===== config.mk =====
export PLATFORM = sky130hd
export DESIGN_NAME = sopc_ram
export DESIGN_NICKNAME = d
export VERILOG_FILES = /design/src/design/sopc_ram.sv
export SDC_FILE = /design/constraint.sdc
export NUM_CORES = 1
export LEC_CHECK = 0
export BUFFER_PORTS_ARGS = -buffer_cell sky130_fd_sc_hd__buf_2
export CORE_AREA = 2 2 51 53
export DETAILED_ROUTE_END_ITERATION = 8
export DIE_AREA = 0 0 53 55
export REMOVE_ABC_BUFFERS = 1
export SETUP_SLACK_MARGIN = 0.2
export SLEW_MARGIN = 10
export SYNTH_ARGS = -nofsm -noshare
export SYNTH_HDL_FRONTEND = slang
export SYNTH_SLANG_ARGS = --single-unit

===== constraint.sdc =====
create_clock -name clk -period 1.3 [get_ports clk]
set_input_delay 0.13 -clock clk [delete_from_list [all_inputs] [get_ports clk]]
set_output_delay 0.13 -clock clk [all_outputs]
set_load 0.05 [all_outputs]

===== src/design/sopc_ram.sv =====
// Simple dual-port synchronous RAM: one write port, one read port with
// registered read data. No dependencies.
`default_nettype none

module sopc_ram #(
  parameter int unsigned DEPTH = 2,
  parameter int unsigned WIDTH = 8,
  localparam int unsigned ADDR_W = $clog2(DEPTH)
) (
  input  logic              clk,
  input  logic              wr_en,
  input  logic [ADDR_W-1:0] wr_addr,
  input  logic [WIDTH-1:0]  wr_data,
  input  logic              rd_en,
  input  logic [ADDR_W-1:0] rd_addr,
  output logic [WIDTH-1:0]  rd_data
);

  logic [WIDTH-1:0] mem [DEPTH];

  always_ff @(posedge clk) begin
    if (wr_en) begin
      mem[wr_addr] <= wr_data;
    end
  end

  always_ff @(posedge clk) begin
    if (rd_en) begin
      rd_data <= mem[rd_addr];
    end
  end

endmodule

`default_nettype wire


==> reports/results.tsv <==
stage	metric	value	unit
setup_path	Bufs and invs on worst path	1	
synth	Top FF cell, synth	edfxtp_1	
floorplanning	CORE AREA	2360	sq um
setup_path	Setup crit start kind	register	
hold_path	Hold Path End	mem[1][2]$_DFFE_PP_	
detailed_routing	drt first pass iters	3	
setup_path	worst reg-to-reg setup slack	410	ps
global_route	gr ovfl total	0	
setup_path	CP Max Fanout	1	
synth	dominant cells by area after synthesis	edfxtp_1 83%, mux2_4 14%, buf_6 1.3%	
timing	pin slew with the least headroom to its limit	360	ps
synth	Adder-Cell Fraction of Synth Area	0	%
synth	Yosys top cell area share	83.4	%
detailed_routing	Antenna Nets Post-Route	0	
floorplanning	Initial Util	36.6	%
placed_design	Cell Count Post-Placement	85	
global_route	Total GRT Usage	7.77	%
detailed_routing	Detailed Route WL	996	um
detailed_routing	drc violations	0	
clocking	Worst-path clk slew	110	ps
synth	EDFF count, synth	24	
hold_path	hold path start	wr_data[2]	
setup_path	reg2reg end	rd_data[2]$_DFFE_PP_	
placed_design	input/output buffers	20	
timing	skew final	0.342	ps
synth	Avg Cell Area, Syn	24.7	sq um
clocking	post-CTS setup buffer count	0	
setup_path	Slowest-stage cell, CP	edfxtp_1	
clocking	clk_lat worst skew	290	ps
floorplanning	row count	18	
timing	Fin. Hold Viols	0	
timing	f_max	985	MHz
finish	FF/Latch Area	721	sq um
finish	Filler cells	224	
synth	Yosys cell types	5	
timing	fin crit share	78.1	%
floorplanning	I/O Pins	21	
setup_path	critical path's top delay family	flip-flops	
floorplanning	die area	2920	sq um
setup_path	critical path class	reg -> out	
run	maxcap violations	0	
finish	Antenna Cells	0	
setup_path	CP Capture Type	primary output	
timing	max_slew headroom	76.0	%
clocking	# H-tree levels	1	
synth	Yosys reg bits	24	
global_route	largest net degree at the start of global routing	14	
synth	multiplexer share of the synthesized area	13.9	%
clocking	CTS tree	done	
synth	post-synthesis compound-gate area fraction	0	%
clocking	clk buf depth	2	
synth	top-count cell post-synth	edfxtp_1	
synth	synthesized area	865	sq um
synth	Syn. warnings	0	
synth	ys async rst share	0	%
global_route	vias in the first global route	349	
finish	Multi-input gate area	133	sq um
synth	largest family of logic cells by synthesized area	multiplexers	
run_status	status	finished clean	
global_route	initial antenna violation count	0	
detailed_routing	vias per cell	4.21	
timing	fin worst setup slack	285	ps
synth	Post-synth top cells	24 x edfxtp_1, 8 x mux2_4, 1 x and2_1, 1 x buf_6, 1 x nor2b_1	
timing	fin crit period	1020	ps
power_and_ir_drop	power density over the cells	1290	nW/um^2
setup_path	Reg2Reg Launch Point	mem[0][2]$_DFFE_PP_	
clocking	Clock Sinks	24	
setup_path	Critical Path RT	1170	ps
global_route	first-pass GRT wire length	1.48	mm
finish	Syn-to-layout area delta	25.5	%
detailed_routing	DR vias	400	
setup_path	critical-path cell list	buf_2	
floorplanning	die height	55	um
setup_path	CP arrival	890	ps
finish	fin nets	79	
finish	layout cells sized above 1	49.2	%
hold_path	cell depth of the worst min-delay path	1	
synth	sequential cell area fraction in the yosys report	83.4	%
timing	Final Slew Violations	0	
timing	RSZ-0062 raised after global routing	false	
finish	post-route non-filler standard cell count	95	
synth	area share of xor/xnor cells in the synthesized design	0	%
placed_design	setup slack at placement	322	ps
clocking	Root Driver	clkbuf_4	
timing	Final Setup Violations	0	
clocking	CTS Buf Count	3	
synth	synthesized instance count	35	
power_and_ir_drop	peak supply drop	882	uV
detailed_routing	initial DRC count	7	
setup_path	Critical Path Max Stage Delay	340	ps
placed_design	routability cong.	0.591	
synth	leading area contributor after synthesis	edfxtp_1	
floorplanning	Die X	53	um
power_and_ir_drop	static leakage	0.423	nW
hold_path	Tightest Hold Check Type	in -> reg	
timing	setup tns final	0	ps
detailed_routing	WL/cell	10.5	um
setup_path	worst reg2reg path depth	1	
synth	post-synthesis simple-gate area fraction	1.45	%
==> logic make-up after synthesis <==
group                  count (synthesis)
and+or+nand+nor                        2
muxes                                  8
DFF                                   24
buffers and inverters                  1
==> sequential cells by signal, indices dropped and copies added (netlist names) <==
name     cells
rd_data      8
mem         16
==> placed cells by master, fill, tap and decap left out, drive strengths merged <==
master	n
edfxtp	24
buf	21
mux2	8
dlygate4sd3	6
clkbuf	3
nor2b	1
and2	1
clkinv	1
==> worst max path at each step <==
stage                          from              endpoint  slack (ps)  depth (start not counted)
4_1_cts        rd_data[6]$_DFFE_PP_            rd_data[6]         260                          1
5_1_grt        rd_data[3]$_DFFE_PP_            rd_data[3]         240                          1
3_5_place_dp                rd_addr  rd_data[2]$_DFFE_PP_         320                          2
2_1_floorplan                 wr_en   mem[0][0]$_DFFE_PP_         380                          1
3_3_place_gp                rd_addr  rd_data[1]$_DFFE_PP_         360                          2
6_report       rd_data[3]$_DFFE_PP_            rd_data[3]         280                          1
==> final cells by class <==
cell class	instances	share of cell area [%]
clock buffer	3	2.08
clock inverter	1	0.346
multi-input combinational	10	12.2
sequential	24	66.4
tap	30	3.46
timing repair buffer	27	15.5
==> what timing repair did <==
item / 4_1_cts / 5_1_grt
gates resized for setup: 0 / 0
endpoints found under the hold margin: 4 / 7
hold buffers: 2 / 4
==> stage by stage <==
| step | total power [mW] | hold WS [ps] | area (sq um) | util (%) |
|---|---|---|---|---|
| after floorplan | 1.05 | 229 | 853 | - |
| after global placement | 1.11 | 317 | 998 | 42.2 |
| after detailed placement | 1.11 | 321 | 998 | 42.2 |
| after CTS | 1.42 | 0.0565 | 1040 | 44.2 |
| after global routing | 1.46 | 5.43 | 1080 | 45.9 |
| final | 1.40 | 12.7 | 1080 | 45.9 |
==> report_power, final <==
part / internal [mW] / total [mW] / leakage [nW] / switching, mW
Combinational: 0.0727 / 0.177 / 0.179 / 0.104
Clock: 0.112 / 0.301 / 0.0154 / 0.189
Sequential: 0.913 / 0.925 / 0.228 / 0.0120
Total: 1.10 / 1.40 / 0.423 / 0.305
==> per-layer routing <==
metal | wire length, um | vias up | global-route usage (%)
li1 | - | 195 | -
met3 | 79 | 2 | 1.61
met5 | 0 | - | 0
met1 | 413 | 187 | 8.16
met4 | 14 | 0 | 7.69
met2 | 489 | 16 | 12.9
Note: power is estimated with default switching activity, not from simulation.
