<file path="src/design/sopc_pkg.sv">
// Package for the stack pop order checker: verdict codes, request codes,
// default sizes and the verdict hand-off struct. No dependencies.
`default_nettype none

package sopc_pkg;

  localparam int unsigned DEF_MAX_LEN     = 1024;
  localparam int unsigned DEF_VALUE_WIDTH = 32;
  localparam int unsigned IN_VALUE_W      = 32;

  typedef logic [1:0] verdict_t;

  localparam verdict_t VERDICT_OK    = 2'd0;
  localparam verdict_t VERDICT_LEN   = 2'd1;
  localparam verdict_t VERDICT_ORDER = 2'd2;

  localparam logic REQ_PUSH = 1'b0;
  localparam logic REQ_POP  = 1'b1;

  typedef struct packed {
    logic     load;
    verdict_t verdict;
  } verdict_req_t;

endpackage

`default_nettype wire

</file>
<file path="src/design/sopc_seq.sv">
// Sequencer of the stack pop order checker: counters, stack top cache and the
// read-modify-write control of the push and stack memories. Depends on sopc_pkg.
`default_nettype none

module sopc_seq
  import sopc_pkg::*;
#(
  parameter int unsigned MAX_LEN     = DEF_MAX_LEN,
  parameter int unsigned VALUE_WIDTH = DEF_VALUE_WIDTH,
  localparam int unsigned ADDR_W = $clog2(MAX_LEN)
) (
  input  logic                    clk,
  input  logic                    rst,
  input  logic                    in_valid,
  output logic                    in_stall,
  input  logic                    req_type,
  input  logic signed [IN_VALUE_W-1:0] value,
  input  logic                    last,
  output verdict_req_t            out_req,
  input  logic                    out_free,
  output logic                    push_wr_en,
  output logic [ADDR_W-1:0]       push_wr_addr,
  output logic [VALUE_WIDTH-1:0]  push_wr_data,
  output logic                    push_rd_en,
  output logic [ADDR_W-1:0]       push_rd_addr,
  input  logic [VALUE_WIDTH-1:0]  push_rd_data,
  output logic                    stack_wr_en,
  output logic [ADDR_W-1:0]       stack_wr_addr,
  output logic [VALUE_WIDTH-1:0]  stack_wr_data,
  output logic                    stack_rd_en,
  output logic [ADDR_W-1:0]       stack_rd_addr,
  input  logic [VALUE_WIDTH-1:0]  stack_rd_data
);

  localparam int unsigned CNT_W = $clog2(MAX_LEN + 2);
  localparam logic [CNT_W-1:0] LEN_LIMIT = CNT_W'(MAX_LEN);
  localparam logic [CNT_W-1:0] POP_SAT   = CNT_W'(MAX_LEN + 1);
  localparam logic [CNT_W-1:0] ONE       = CNT_W'(1);

  localparam logic [1:0] ST_IDLE    = 2'd0;
  localparam logic [1:0] ST_CHECK   = 2'd1;
  localparam logic [1:0] ST_PUSH    = 2'd2;
  localparam logic [1:0] ST_VERDICT = 2'd3;

  logic [1:0]             state, state_next;
  logic [CNT_W-1:0]       push_count, push_count_next;
  logic [CNT_W-1:0]       push_ptr, push_ptr_next;
  logic [CNT_W-1:0]       depth, depth_next;
  logic [CNT_W-1:0]       pop_count, pop_count_next;
  logic                   order_failed, order_failed_next;
  logic                   in_pop, in_pop_next;
  logic [VALUE_WIDTH-1:0] top, top_next;
  logic                   top_ok, top_ok_next;
  logic [VALUE_WIDTH-1:0] cur_val, cur_val_next;
  logic                   cur_last, cur_last_next;

  logic [VALUE_WIDTH-1:0] val_ext;
  logic [VALUE_WIDTH-1:0] top_val;
  logic [CNT_W-1:0]       ptr_inc;
  logic [CNT_W-1:0]       depth_dec;
  logic                   has_top;
  logic [1:0]             finish_state;

  // Sign extension or truncation of the incoming word to the compare width.
  assign val_ext   = VALUE_WIDTH'(value);
  assign ptr_inc   = push_ptr + ONE;
  assign depth_dec = depth - ONE;
  assign has_top   = (depth != '0);
  // The top of stack comes from the cache, or from the read issued at accept.
  assign top_val   = top_ok ? top : stack_rd_data;
  assign finish_state = cur_last ? ST_VERDICT : ST_IDLE;

  assign in_stall = (state != ST_IDLE);

  always_comb begin
    state_next        = state;
    push_count_next   = push_count;
    push_ptr_next     = push_ptr;
    depth_next        = depth;
    pop_count_next    = pop_count;
    order_failed_next = order_failed;
    in_pop_next       = in_pop;
    top_next          = top;
    top_ok_next       = top_ok;
    cur_val_next      = cur_val;
    cur_last_next     = cur_last;

    push_wr_en    = 1'b0;
    push_wr_addr  = push_count[ADDR_W-1:0];
    push_wr_data  = val_ext;
    push_rd_en    = 1'b0;
    push_rd_addr  = push_ptr[ADDR_W-1:0];
    stack_wr_en   = 1'b0;
    stack_wr_addr = depth[ADDR_W-1:0];
    stack_wr_data = push_rd_data;
    stack_rd_en   = 1'b0;
    stack_rd_addr = depth_dec[ADDR_W-1:0];
    out_req       = '0;

    unique case (state)
      ST_IDLE: begin
        if (in_valid) begin
          if (req_type == REQ_PUSH) begin
            if (!in_pop && (push_count < LEN_LIMIT)) begin
              push_wr_en      = 1'b1;
              push_count_next = push_count + ONE;
            end
          end else begin
            in_pop_next   = 1'b1;
            cur_val_next  = val_ext;
            cur_last_next = last;
            if (pop_count != POP_SAT) begin
              pop_count_next = pop_count + ONE;
            end
            if (order_failed) begin
              state_next = last ? ST_VERDICT : ST_IDLE;
            end else begin
              stack_rd_en = has_top && !top_ok;
              state_next  = ST_CHECK;
            end
          end
        end
      end
      ST_CHECK: begin
        if (has_top && (top_val == cur_val)) begin
          depth_next  = depth_dec;
          top_ok_next = 1'b0;
          state_next  = finish_state;
        end else begin
          top_next    = top_val;
          top_ok_next = has_top;
          if (push_ptr < push_count) begin
            push_rd_en = 1'b1;
            state_next = ST_PUSH;
          end else begin
            order_failed_next = 1'b1;
            state_next        = finish_state;
          end
        end
      end
      ST_PUSH: begin
        push_ptr_next = ptr_inc;
        if (push_rd_data == cur_val) begin
          // Pushed and popped at once: the stack below is untouched.
          state_next = finish_state;
        end else begin
          stack_wr_en = 1'b1;
          top_next    = push_rd_data;
          top_ok_next = 1'b1;
          depth_next  = depth + ONE;
          if (ptr_inc < push_count) begin
            push_rd_en   = 1'b1;
            push_rd_addr = ptr_inc[ADDR_W-1:0];
          end else begin
            order_failed_next = 1'b1;
            state_next        = finish_state;
          end
        end
      end
      ST_VERDICT: begin
        if (out_free) begin
          out_req.load = 1'b1;
          if (pop_count != push_count) begin
            out_req.verdict = VERDICT_LEN;
          end else if (order_failed) begin
            out_req.verdict = VERDICT_ORDER;
          end else begin
            out_req.verdict = VERDICT_OK;
          end
          push_count_next   = '0;
          push_ptr_next     = '0;
          depth_next        = '0;
          pop_count_next    = '0;
          order_failed_next = 1'b0;
          in_pop_next       = 1'b0;
          top_ok_next       = 1'b0;
          state_next        = ST_IDLE;
        end
      end
      default: begin
        state_next = ST_IDLE;
      end
    endcase
  end

  always_ff @(posedge clk) begin
    if (rst) begin
      state        <= ST_IDLE;
      push_count   <= '0;
      push_ptr     <= '0;
      depth        <= '0;
      pop_count    <= '0;
      order_failed <= 1'b0;
      in_pop       <= 1'b0;
      top_ok       <= 1'b0;
    end else begin
      state        <= state_next;
      push_count   <= push_count_next;
      push_ptr     <= push_ptr_next;
      depth        <= depth_next;
      pop_count    <= pop_count_next;
      order_failed <= order_failed_next;
      in_pop       <= in_pop_next;
      top_ok       <= top_ok_next;
    end
  end

  always_ff @(posedge clk) begin
    top      <= top_next;
    cur_val  <= cur_val_next;
    cur_last <= cur_last_next;
  end

endmodule

`default_nettype wire

</file>
<file path="config.mk">
export PLATFORM = sky130hd
export DESIGN_NAME = sopc_seq
export DESIGN_NICKNAME = d
export VERILOG_FILES = /design/src/design/sopc_pkg.sv /design/src/design/sopc_seq.sv
export SDC_FILE = /design/constraint.sdc
export NUM_CORES = 1
export LEC_CHECK = 0
export CAP_MARGIN = 30
export CORE_MARGIN = 3
export CORE_UTILIZATION = 40
export DETAILED_ROUTE_END_ITERATION = 8
export DONT_BUFFER_PORTS = 1
export GPL_TIMING_DRIVEN = 0
export PLACE_DENSITY_LB_ADDON = 0.1
export SLEW_MARGIN = 20
export SYNTH_ARGS = -nofsm -noshare
export SYNTH_HDL_FRONTEND = slang
export SYNTH_SLANG_ARGS = --single-unit
</file>
<file path="constraint.sdc">
create_clock -name clk -period 5.8 [get_ports clk]
set_input_delay 0 -clock clk [delete_from_list [all_inputs] [get_ports clk]]
set_output_delay 0 -clock clk [all_outputs]
set_load 0.05 [all_outputs]
</file>
==> results.json <==
{
  "whs_ns": 0.06870,
  "layout_worst_path_cycle_share": 0.8780,
  "synthDominantAreaCellType": "sky130_fd_sc_hd__edfxtp_1",
  "yosys.area_share.simple": 0.1418,
  "post-route-min-period_ns": 5.092,
  "setup_viol": 0,
  "dieWidth_um": 145.8,
  "met2_length_mm": 12.34,
  "path_clk_slew_ns": 0.05,
  "maxUsedRoutingLayer": "met4",
  "maximum_vdd_drop_mv": 0.2310,
  "route.detailed.drc": 0,
  "synth_async_sr_flop_share": 0,
  "placed_cells_incl_taps": 1110,
  "critical_path.endpoint_type": "output pin",
  "criticalPathCategory": "flip-flop to output pin",
  "netSwitchingFraction": 0.4555,
  "synth_top_family_by_area": "simple AND/OR/NAND/NOR gates",
  "buffers_inserted_during_post_cts_setup_optimization": 0,
  "global_route.overflow_total": 0,
  "syn-instance-count": 831,
  "number_of_buffers_created_by_cts": 17,
  "gp_congestion": 0.9025,
  "initial_utilization": 0.4125,
  "clk_latency_worst_skew_pair_ns": 0.42,
  "via_per_inst": 5.313,
  "setup.worst_path.start": "push_ptr[2]",
  "detail_route.wirelength.met1_mm": 9.572,
  "worst-path-max-fanout": 10,
  "minimum_setup_slack_in_the_final_design_ns": 0.7078,
  "rr_endpoint": "state[0]",
  "grt.total_usage": 0.2216,
  "total_leakage_power_nw": 3.773,
  "finalCoreUtilization": 0.5240,
  "synth_compound_area_frac": 0.1315,
  "synth-edff-count": 65,
  "synth.distinct_cells": 58,
  "dominantRegCellSynth": "sky130_fd_sc_hd__edfxtp_1",
  "max_freq_mhz": 196.4,
  "detailedPlacementHpwl_mm": 17.34,
  "power_frac_seq": 0.247,
  "nets": 1100,
  "syn_nets": 963,
  "ioPinCount": 214,
  "crit_required_ns": 5.80,
  "core_area_sq_um": 18960,
  "die_ar_sq_um": 21260,
  "post-synth-top-area-fraction": 0.2496,
  "wl_met3_mm": 1.730,
  "overall_via_count_from_detail_route": 6588,
  "io_buffer_count": 0,
  "timing.rr.start": "push_ptr[0]",
  "worstSetupEndpoint": "push_rd_addr[0]",
  "yosysSeqAreaShare": 0.3751,
  "antenna-diode-count": 0,
  "ctsHtreeMaxLevel": 4,
  "ys_top_cells_by_area": "sky130_fd_sc_hd__edfxtp_1 (25%), sky130_fd_sc_hd__dfxtp_1 (13%), sky130_fd_sc_hd__xnor2_1 (12%)",
  "vias_in_the_first_global_route": 6878,
  "area_growth_pct": 27.03,
  "grt_antenna_before_repair": 0,
  "cp_data_arrival_time_ns": 5.09,
  "n_fill_cell": 1739,
  "fraction_of_final_layout_cells_sized_beyond_drive_strength_1": 0.1827,
  "clkSinkCount": 114,
  "yosys.area_share.xor_xnor": 0.1299,
  "grt_start_max_net_pins": 26,
  "slew_headroom": 0.3246,
  "slew_violations": 0,
  "power.density_cell_area_nw_per_um2": 535.3,
  "yosys.area_share.adder": 0.04801,
  "die_y_um": 145.8,
  "reg2reg_setup_slack_ns": 1.52,
  "rsz0062_at_grt": "no",
  "clk_root_buffer_cell": "sky130_fd_sc_hd__clkbuf_16",
  "rows": 50,
  "worst_pin_slew_ns": 1.010,
  "fin_worst_skew_ns": 0.01086,
  "yosys-mux-area-fraction": 0.05009,
  "finalHoldViolations": 0,
  "pre_cts_ws_ns": 1.163,
  "first_iter_violations": 429,
  "clockPowerShare": 0.198,
  "worst_hold_path_type": "input pin to flip-flop",
  "synth_seq_cells": 114,
  "outcome": "finished, final reports clean",
  "synth.avg_cell_area_sq_um": 9.409,
  "maxCapViolations": 0,
  "routed_wire_length_per_instance_um": 19.43,
  "synth-warning-count": 0,
  "p_int_mw": 2.895,
  "power.combinational.fraction": 0.555,
  "startpoint_type": "flip-flop",
  "wire_length_of_the_first_global_routing_pass_mm": 37.39,
  "clock_tree.buffer_depth": 2,
  "drtPass1Iterations": 5,
  "drt_wl_total_mm": 24.09,
  "final_cell_count_no_fill": 1240,
  "timing.reg2reg.worst_path_depth": 17,
  "netlist_area_sq_um": 7819,
  "power.net_switching_mw": 2.422,
  "clock_tree_from_tritoncts": "yes",
  "postRouteAntennaNets": 0
}
[power by group through the flow]
| stage | Sequential [mW] | Combinational [mW] | Clock (mW) |
|---|---|---|---|
| 6_report | 1.31 | 2.95 | 1.05 |
| 5_1_grt | 1.34 | 3.15 | 1.10 |
| 4_1_cts | 1.31 | 2.94 | 1.06 |
| 3_5_place_dp | 1.33 | 2.69 | 0 |
| 3_3_place_gp | 1.35 | 2.48 | 0 |
| 2_1_floorplan | 1.30 | 2.07 | 0 |
[cells in the final DEF, fill, tap and decap left out, types with 5 or more instances in the layout]
master                          instances
sky130_fd_sc_hd__a311o_1                7
sky130_fd_sc_hd__dlygate4sd3_1         98
sky130_fd_sc_hd__xnor2_1              100
sky130_fd_sc_hd__ha_1                  30
sky130_fd_sc_hd__clkbuf_16             17
sky130_fd_sc_hd__edfxtp_1              65
sky130_fd_sc_hd__a21oi_1               67
sky130_fd_sc_hd__mux2i_2                8
sky130_fd_sc_hd__a311oi_1              10
sky130_fd_sc_hd__nand3_1               11
sky130_fd_sc_hd__nand2_1               50
sky130_fd_sc_hd__xor2_1                13
sky130_fd_sc_hd__inv_6                  5
sky130_fd_sc_hd__dfxtp_1               49
sky130_fd_sc_hd__nor3_1                11
sky130_fd_sc_hd__clkbuf_1              31
sky130_fd_sc_hd__inv_1                 31
sky130_fd_sc_hd__buf_4                 99
sky130_fd_sc_hd__o21ai_0               15
sky130_fd_sc_hd__nor2_1                85
sky130_fd_sc_hd__or3_1                  7
sky130_fd_sc_hd__buf_1                  6
sky130_fd_sc_hd__o41ai_2                6
sky130_fd_sc_hd__nand4_1               19
sky130_fd_sc_hd__mux2i_1               27
sky130_fd_sc_hd__o31ai_1                5
sky130_fd_sc_hd__nor4_1                 9
sky130_fd_sc_hd__and3_1                14
[timing repair]
action                                 CTS  global route
endpoints found under the hold margin   68             0
hold buffers                            98             0
gates resized for setup                  0             0
[through the flow]
step | area, sq um | total power [mW] | TNS [ns]
finish | 9932 | 5.317 | 0
CTS | 9927 | 5.318 | 0
global route | 9932 | 5.600 | 0
detailed placement | 8366 | 4.020 | 0
global placement | 8144 | 3.830 | -44.85
floorplan | 7819 | 3.367 | 0
[critical path, stage by stage, from the launching register on]
cell and delay (ns):
sky130_fd_sc_hd__dfxtp_1 0.51, sky130_fd_sc_hd__and3_1 0.21, sky130_fd_sc_hd__clkbuf_1 0.21, sky130_fd_sc_hd__and3_1 0.19, sky130_fd_sc_hd__clkbuf_1 0.20, sky130_fd_sc_hd__and3_1 0.18
sky130_fd_sc_hd__clkbuf_1 0.23, sky130_fd_sc_hd__and3_1 0.28, sky130_fd_sc_hd__xor2_1 0.17, sky130_fd_sc_hd__ha_1 0.26, sky130_fd_sc_hd__a21o_1 0.16, sky130_fd_sc_hd__a211oi_1 0.30
sky130_fd_sc_hd__o211ai_1 0.23, sky130_fd_sc_hd__a21oi_1 0.23, sky130_fd_sc_hd__clkbuf_1 0.49, sky130_fd_sc_hd__xor2_1 0.84
[how the worst min path moves through the flow]
stage	startpoint	to	slack [ns]	cells past startpoint
4_1_cts	last	state[0]	0.05	3
6_report	last	state[0]	0.07	3
5_1_grt	last	state[0]	0.12	3
2_1_floorplan	last	cur_last	0.1	0
3_3_place_gp	value[6]	cur_val[6]	0.1	0
3_5_place_dp	value[12]	cur_val[12]	0.1	0
[registers in the layout, indices dropped and copies added, names as in the netlist]
| signal | cells |
|---|---|
| cur_val | 32 |
| top | 32 |
| depth | 11 |
| pop_count | 11 |
| push_count | 11 |
| push_ptr | 11 |
| state | 2 |
| cur_last | 1 |
| in_pop | 1 |
| order_failed | 1 |
| top_ok | 1 |
[area by class of cell]
type | count | area, sq um | share of cell area
plain buffers | 128 | 849.6 | 0.08554
clock buffers | 17 | 425.4 | 0.04283
clock inverters | 14 | 155.1 | 0.01562
inverters | 31 | 116.4 | 0.01172
multi-input cells | 558 | 3975 | 0.4002
flip-flops and latches | 114 | 2933 | 0.2953
well taps | 260 | 325.3 | 0.03275
repair buffers | 118 | 1152 | 0.1160
[Yosys cell counts, drive strengths merged (14+ instances only)]
library cell,n
xnor2,103
buf,97
nor2,88
a21oi,67
edfxtp,65
nand2,51
dfxtp,49
mux2i,35
clkbuf,31
inv,31
ha,30
nand4,21
o21ai,15
and3,14
[logic make-up after synthesis]
| kind of cell | count (synthesis) |
|---|---|
| simple gates | 227 |
| buf+inv | 159 |
| compound gates | 149 |
| xor+xnor | 116 |
| flops | 114 |
| mux | 36 |
| fa+ha+maj | 30 |
[per-layer routing]
layer / vias up / GRT usage
li1: 3122 / -
met3: 30 / 0.05481
met1: 3149 / 0.2585
met5: - / 0
met2: 287 / 0.3992
met4: 0 / 0.06980
No activity file was read; power rests on OpenSTA's default activity.
